[config.mk]
export PLATFORM = sky130hd
export DESIGN_NAME = edr_cell
export DESIGN_NICKNAME = d
export VERILOG_FILES = /design/src/rtl/core/edr_pkg.sv /design/src/rtl/core/edr_cell.sv
export SDC_FILE = /design/constraint.sdc
export NUM_CORES = 1
export LEC_CHECK = 0
export BUFFER_PORTS_ARGS = -buffer_cell sky130_fd_sc_hd__buf_2
export CAP_MARGIN = 20
export CORE_MARGIN = 2
export CORE_UTILIZATION = 55
export DETAILED_ROUTE_END_ITERATION = 7
export MAX_ROUTING_LAYER = met4
export PLACE_DENSITY = 0.95
export SETUP_SLACK_MARGIN = 0.2
export SLEW_MARGIN = 30
export SYNTH_ARGS = -nofsm -noshare
export SYNTH_HDL_FRONTEND = slang
export SYNTH_SLANG_ARGS = --single-unit
[constraint.sdc]
create_clock -name clk -period 8.8 [get_ports clk]
set_input_delay 2.64 -clock clk [delete_from_list [all_inputs] [get_ports clk]]
set_output_delay 2.64 -clock clk [all_outputs]
set_load 0.05 [all_outputs]
[src/rtl/core/edr_pkg.sv]
// ============================================================================
// Edit distance row engine package
// Operation codes, output width and the broadcast control word of the cells.
// ============================================================================
package edr_pkg;

    // Default longest string
    localparam int unsigned MAX_LEN_DEF = 64;

    // Width of the result fields
    localparam int unsigned OUT_W = 8;

    // Operation codes of an input word
    localparam logic [1:0] OP_LOAD   = 2'd0;
    localparam logic [1:0] OP_STEP   = 2'd1;
    localparam logic [1:0] OP_FINISH = 2'd2;

    // Control broadcast to every cell for one row update
    typedef struct packed {
        logic       first_row;
        logic       sub_two;
        logic [7:0] ch;
    } ctrl_t;

endpackage

[src/rtl/core/edr_cell.sv]
// ============================================================================
// Edit distance cell
// Holds one second-string byte and its cost-row entry. A token from the
// left neighbor carries the new left cost and the old diagonal cost; the
// cell updates its entry and hands a token to the right in the next cycle.
// ============================================================================
module edr_cell #(
    parameter int unsigned CNT_W  = 7,
    parameter int unsigned COST_W = 8
) (
    input  logic               clk,
    input  logic               rst_n,
    input  logic [CNT_W-1:0]   pos,
    input  logic [CNT_W-1:0]   len,
    input  edr_pkg::ctrl_t     ctrl,
    input  logic               ld_en,
    input  logic [CNT_W-1:0]   ld_idx,
    input  logic [7:0]         ld_ch,
    input  logic               tok_in_valid,
    input  logic               tok_in_last,
    input  logic [COST_W-1:0]  tok_in_left,
    input  logic [COST_W-1:0]  tok_in_diag,
    output logic               tok_out_valid,
    output logic               tok_out_last,
    output logic [COST_W-1:0]  tok_out_left,
    output logic [COST_W-1:0]  tok_out_diag
);
    import edr_pkg::*;

    logic [7:0]        byte_reg;
    logic [COST_W-1:0] cost_reg;
    logic              act;
    logic [COST_W-1:0] above;
    logic [COST_W-1:0] up_cost;
    logic [COST_W-1:0] left_cost;
    logic [COST_W-1:0] diag_cost;
    logic [COST_W-1:0] best;
    logic [COST_W-1:0] sub_cost;

    // Act only on a token that has not passed the last cell
    assign act = tok_in_valid && !tok_in_last;

    // Compute the new cost of this entry
    always_comb
    begin
        sub_cost  = ctrl.sub_two ? COST_W'(2) : COST_W'(1);
        above     = ctrl.first_row ? tok_in_diag + COST_W'(1) : cost_reg;
        up_cost   = above + COST_W'(1);
        left_cost = tok_in_left + COST_W'(1);
        diag_cost = tok_in_diag + ((byte_reg == ctrl.ch) ? COST_W'(0) : sub_cost);
        best      = (up_cost < left_cost) ? up_cost : left_cost;
        if (diag_cost < best)
        begin
            best = diag_cost;
        end
    end

    // Load the second-string byte at this position
    always_ff @(posedge clk)
    begin
        if (ld_en && (ld_idx == pos - CNT_W'(1)))
        begin
            byte_reg <= ld_ch;
        end
    end

    // Hold the cost entry and the outgoing token payload
    always_ff @(posedge clk)
    begin
        if (act)
        begin
            cost_reg     <= best;
            tok_out_left <= best;
            tok_out_diag <= above;
            tok_out_last <= (pos == len);
        end
    end

    // Advance the token valid
    always_ff @(posedge clk or negedge rst_n)
    begin
        if (!rst_n)
        begin
            tok_out_valid <= 1'b0;
        end
        else
        begin
            tok_out_valid <= act;
        end
    end

endmodule

==> Word level (Yosys, flattened, before mapping) <==
Index checks and enable logic that the tools add are counted.
{ "classes": {"eq_ne": 3, "n_reduce_logical": 3, "order_cmp": 2, "muxes": 5, "addsub": 5} }
{ "ops": {"columns": ["op", "count"], "rows": [
  ["adder 8 x 1 -> 8 bit (second input constant)", 3],
  ["2-to-1 mux 8 bit", 3],
  ["less-than comparator 8 bit", 2],
  ["== test 7 bit", 2],
  ["adder 8 x 2 -> 8 bit", 1],
  ["== test 8 bit", 1],
  ["subtractor 7 x 1 -> 7 bit (second input constant)", 1],
  ["2-to-1 mux 2 bit", 2],
  ["logical AND 1 bit", 2],
  ["logical NOT 1 bit", 1]
]} }
{ "word_totals": {"out_inout_bits": 18, "in_bits": 60, "word_cells": 23, "regBits": 26} }

==> Logic depth before layout (Yosys ltp) <==
{ "depth": {"ltp_word": 7, "mapped_depth": 24, "mapped_depth_nobuf": 22} }

==> Worst setup path before layout <==
Ideal clock, no wire load.
{ "synth_timing": {"path_kind": "input port to flip-flop", "start": "input ctrl[9] (netlist name)", "end": "register cost_reg[0], data pin", "setup_slack_ns": 1.457, "required_ns": 8.540, "path_stages": 21, "arrival_time_ns": 7.082, "path_buffers": 3, "path_cell_list": "buf_2 nand2b_1 nand2_1 ha_1 inv_1 a2111oi_0 a21bo_2 o31a_1 or2_1 ha_1 nand4_1 a311oi_1 or4_1 buf_6 clkbuf_1 o21ai_1 ha_1 a211oi_1 nor2_1 o32ai_4 mux2_4"} }
{ "synth_between": {"elab_chain_cells": 6} }
{ "synth_lines": {"columns": ["item", "line_no", "text"], "rows": [
  ["from (decl)", "edr_cell.sv:15", "input edr_pkg::ctrl_t ctrl,"],
  ["2-to-1 mux 8 bit *", "edr_cell.sv:47", "above = ctrl.first_row ? tok_in_diag + COST_W'(1) : cost_reg;"],
  ["via above[1]", "edr_cell.sv:33", "logic [COST_W-1:0] above;"],
  ["adder 8 x 1 -> 8 bit *", "edr_cell.sv:48", "up_cost = above + COST_W'(1);"],
  ["less-than comparator 8 bit", "edr_cell.sv:51", "best = (up_cost < left_cost) ? up_cost : left_cost;"],
  ["2-to-1 mux 8 bit *", "edr_cell.sv:51", null],
  ["less-than comparator 8 bit", "edr_cell.sv:52", "if (diag_cost < best)"],
  ["2-to-1 mux 8 bit *", "edr_cell.sv:52", null],
  ["via best[0]", "edr_cell.sv:37", "logic [COST_W-1:0] best;"],
  ["to (signal assigned)", "edr_cell.sv:72", "cost_reg <= best;"],
  ["to (decl)", "edr_cell.sv:31", "logic [COST_W-1:0] cost_reg;"]
]} }
The timed path passes the listed nets; every way through them passes the cells marked *.
A chain may end at the register's enable or synchronous reset.

==> Worst setup path in the final report <==
Same ends and word-level chain as after synthesis.

==> summary by stage <==
Worst setup path
The delay contributed by the slowest stage of the critical path is 800 ps. The critical register-to-register path endpoint is cost_reg[0]$_DFFE_PP_. The count of buffering cells on the critical path with inverters included is 2. The data required time at the worst endpoint is 8840 ps.

STA classifies the critical path startpoint as a primary input. The worst register-to-register path has a depth of 18. The worst-path maximum fanout is 23. STA classifies the critical path endpoint as a flop. The signal on the critical path passes through buf_2 -> or2_1 -> and2_1 -> ha_1 -> inv_1 -> a2111oi_0 -> a21bo_2 -> o31a_1 -> or2_1 -> ha_1 -> nand4_1 -> a311oi_1 -> or4_1 -> o31ai_2 -> ha_1 -> o21ai_0 -> nor2_1 -> o32ai_4 -> mux2_4. The beginning of the worst register-to-register path is cost_reg[0]$_DFFE_PP_.

For this design, the slowest cell found on the critical path is or4_1. STA puts the critical path data arrival time at 7840 ps. The most used cell along the critical path is ha_1.

The dominant delay contributor by cell family on the critical path is compound AO/OA/AOI/OAI gates. Across all register-to-register paths, the minimum setup slack is 3310 ps. The startpoint-to-endpoint class of the critical path is in2reg.

Finish
The fraction of layout cells with a size suffix above 1 is 29.8%. The most common cell after layout, fill and taps aside is buf_2. Measured on the finished design, the core utilization comes to ~70%. Summing all flip-flop and latch instances after layout gives 776 um^2.

Summing all multi-input logic gate instances after layout gives 0.00147 mm^2. The diode insertion count for antenna repair is 0. In the layout the commonest cells are buf_2, xor2_1, edfxtp_1. The number of fillers in the final layout is 303. From synthesis to final layout, the design area changed by 20.3%.

At the end of the flow, the number of nets in the layout was 397.

Floorplanning
The region available for standard cell placement spans 0.00406 mm^2. The horizontal die dimension is 69.4 um. The effective utilization at floorplan is 57.9%. The die extent in y is 69.4 um. The top-level port count is 78.

The number of cell rows is 23. The area enclosed by the die boundary is 0.00481 mm^2.

Drt
The total number of vias is 2099. The total routed wirelength is 5.73 mm. The final antenna-violating net count is 0. The routed length on met3 is 291 um. The sum of routed wire segments on met1 is between 2 and 2.5 mm. The number of vias per cell after detailed routing is 5.75. The highest layer touched by signal routing is met4.

The pre-antenna-repair detailed-routing pass consisted of 5 iterations. In the routed design, unresolved DRC markers number 0. The first routing iteration left 235 violations. Wire segments on met2 add up to around 2.9 mm in the final route. The routed wirelength normalized by instance count is 15.7 um.

Timing
Setup total negative slack on the finished layout was measured at 0 ps. The final count of pins violating max slew is 0. The final critical-path share of the clock period is 88.6%.

For the pin with the worst max-slew slack, the measured transition is 574 ps. The highest achievable clock rate is approximately 130 MHz. Setup violations remaining at the end of the flow were counted as 0. In this run the tightest slew margin relative to its limit is 61.1%. Setup repair after global routing left no endpoint under its margin.

The minimum period implied by the final worst setup slack is 7800 ps. The final-report hold violation count is 0. The worst clock skew is 5.03 ps.

Power and ir drop
The internal power of the cells totals 0.000270 W. In this run, the clock network consumes 18.2% of the power. The proportion of power drawn by combinational gates is 47.0%.

In this run the power density over the cells is 155 mW/mm^2. The switching part of the total power is 38.3%. The sequential share of power is 34.8%.

IR analysis of the VDD net gives a maximum drop of 0.0741 mV. The analysis attributes to cell leakage a power of between 1 and 1.5 nW. In this run the power spent charging and discharging nets is 0.000168 W.

Global routing
The wire length of the first global-routing pass is 9.64 mm. The sum of overflow across all layers after global routing is 0. The via count of the first global-routing pass is 2068. The global-route total usage across every layer is 25.4%. Entering global routing, the biggest net connects 24 pins. The initial antenna violation count is 0.

Synth
The post-synthesis instance area is about 0.0023 mm^2. During synthesis, Yosys emitted a total of 0 warnings. A synthesized cell averages between 9 and 10 um^2. The synthesized design contains 26 register bits. The number of different library cells used by synthesis comes to 51.

The sequential-to-total area share from yosys stat is 33.0%. The number of nets handed over by synthesis was 319. The dominant synthesized flop cell is edfxtp_1. Summing the areas of all fa, ha and maj instances in the mapped netlist gives 11.5% of the synthesized area. The gate count after technology mapping is 238.

The share of the synthesized area in compound gates (AO/OA/AOI/OAI) is a little over an eighth. The largest family of logic cells by synthesized area is XOR/XNOR gates. Of the total synthesized cell area, the portion taken by AND, OR, NAND and NOR gates is 15.7%. The async set or reset register ratio after synthesis is 3.85%.

The multiplexer fraction of the synthesized cell area is under 10%. The number of enable-type register cells in the synthesized netlist is 25. Of the total synthesized cell area, the portion taken by XOR and XNOR cells is 16.0%.

Clocking
The clock passes through at most 2 buffers. The TritonCTS sink count is 26. The hold buffer count at CTS is 0. The TritonCTS clock tree is built. The number of buffers inserted during clock tree synthesis is 3.

The quantity of gates resized following cts is 0. Post-CTS timing repair inserted 0 buffers for setup. In this run the clock root is driven by a clkbuf_8.

The insertion delay to the later sink of the worst-skew pair is roughly 280 ps. CTS built an H-tree with a depth of 1. After clock tree synthesis, the clock-pin slew on the worst setup and hold paths is 90 ps.

Hold path
The min-delay analysis places its worst path in the category reg2reg. The worst hold path terminates at tok_out_diag[1]$_DFFE_PP_. The worst hold path was traced through 2 stages. The worst min-delay path startpoint is cost_reg[1]$_DFFE_PP_.

Job
Across the run, the number of max-cap violations was 0.

Place
The number of port buffers is 77. At the end of routability-driven placement, the weighted congestion stood at 0.893. The wire-length estimate of the detail-placed layout is 4.58 mm.

Outcome
The run finished with clean final reports.
how the worst max path moves through the flow:
stage | startpoint | to | slack, ps | cells after the start
floorplan | ctrl[9] | cost_reg[0]$_DFFE_PP_ | 1460 | 21
detailed placement | ctrl[9] | cost_reg[0]$_DFFE_PP_ | 780 | 19
CTS | ctrl[9] | cost_reg[0]$_DFFE_PP_ | 1040 | 19
global placement | ctrl[9] | cost_reg[0]$_DFFE_PP_ | 960 | 19
finish | ctrl[9] | cost_reg[0]$_DFFE_PP_ | 1000 | 19
global route | ctrl[9] | cost_reg[0]$_DFFE_PP_ | 480 | 21
power groups by stage:
stage	Combinational (W)	Sequential, W	Clock, W
5_1_grt	0.000225	0.000153	0.0000858
3_5_place_dp	0.000202	0.000155	0
6_report	0.000206	0.000152	0.0000799
3_3_place_gp	0.000194	0.000155	0
2_1_floorplan	0.000127	0.000180	0
4_1_cts	0.000204	0.000152	0.0000799
worst min-delay path: cells and delay by family, from the launching register on:
kind | cells | cell delay, ps
DFF | 1 | 370
and+or+nand+nor | 2 | 220
synthesized netlist by cell type, drive strengths merged (3+ instances only):
| cell | number | share of area, % |
|---|---|---|
| a21oi | 7 | 1.5 |
| buf | 5 | 1.5 |
| nand4 | 6 | 1.6 |
| or2 | 4 | 1.1 |
| nor2b | 3 | 0.80 |
| inv | 16 | 2.6 |
| mux2i | 10 | 4.8 |
| nor4 | 6 | 1.6 |
| o21ai | 15 | 3.2 |
| a211oi | 3 | 0.96 |
| or3 | 3 | 0.80 |
| nor2 | 11 | 1.8 |
| edfxtp | 25 | 32 |
| xor2 | 25 | 9.3 |
| xnor2 | 17 | 6.7 |
| ha | 20 | 11 |
| nand2 | 20 | 3.2 |
| a31oi | 3 | 0.80 |
| nand3 | 7 | 1.5 |
metrics by stage:
step                      cells  setup WS [ps]  cell area (um^2)  power (W)  hold slack [ps]
after floorplan             238           1460              2350   0.000307              956
after global placement      361            957              2770   0.000349              660
after detailed placement    361            784              2770   0.000357              701
after CTS                   365           1040              2830   0.000436              722
after global routing        365            482              2830   0.000464              760
final                       365           1000              2830   0.000438              719
cell families after synthesis:
kind of cell,count (synthesis)
AO/OA/AOI/OAI,44
XOR/XNOR,42
adder cells (fa/ha/maj),21
buffers and inverters,22
flip-flops,26
multiplexers,12
AND/OR/NAND/NOR,71
per-layer routing:
layer | track usage (%) | vias up
li1 | - | 1027
met1 | 32.4 | 960
met5 | - | -
met2 | 40.5 | 92
met4 | 12.9 | 0
met3 | 2.18 | 20
layout make-up:
| class | count | share of cell area, % |
|---|---|---|
| Clock buffer | 4 | 1.95 |
| Inverter | 16 | 2.12 |
| Multi-Input combinational cell | 190 | 52.1 |
| Sequential cell | 26 | 27.4 |
| Tap cell | 50 | 2.21 |
| Timing Repair Buffer | 79 | 14.2 |
(Power assumes the default switching activity.)
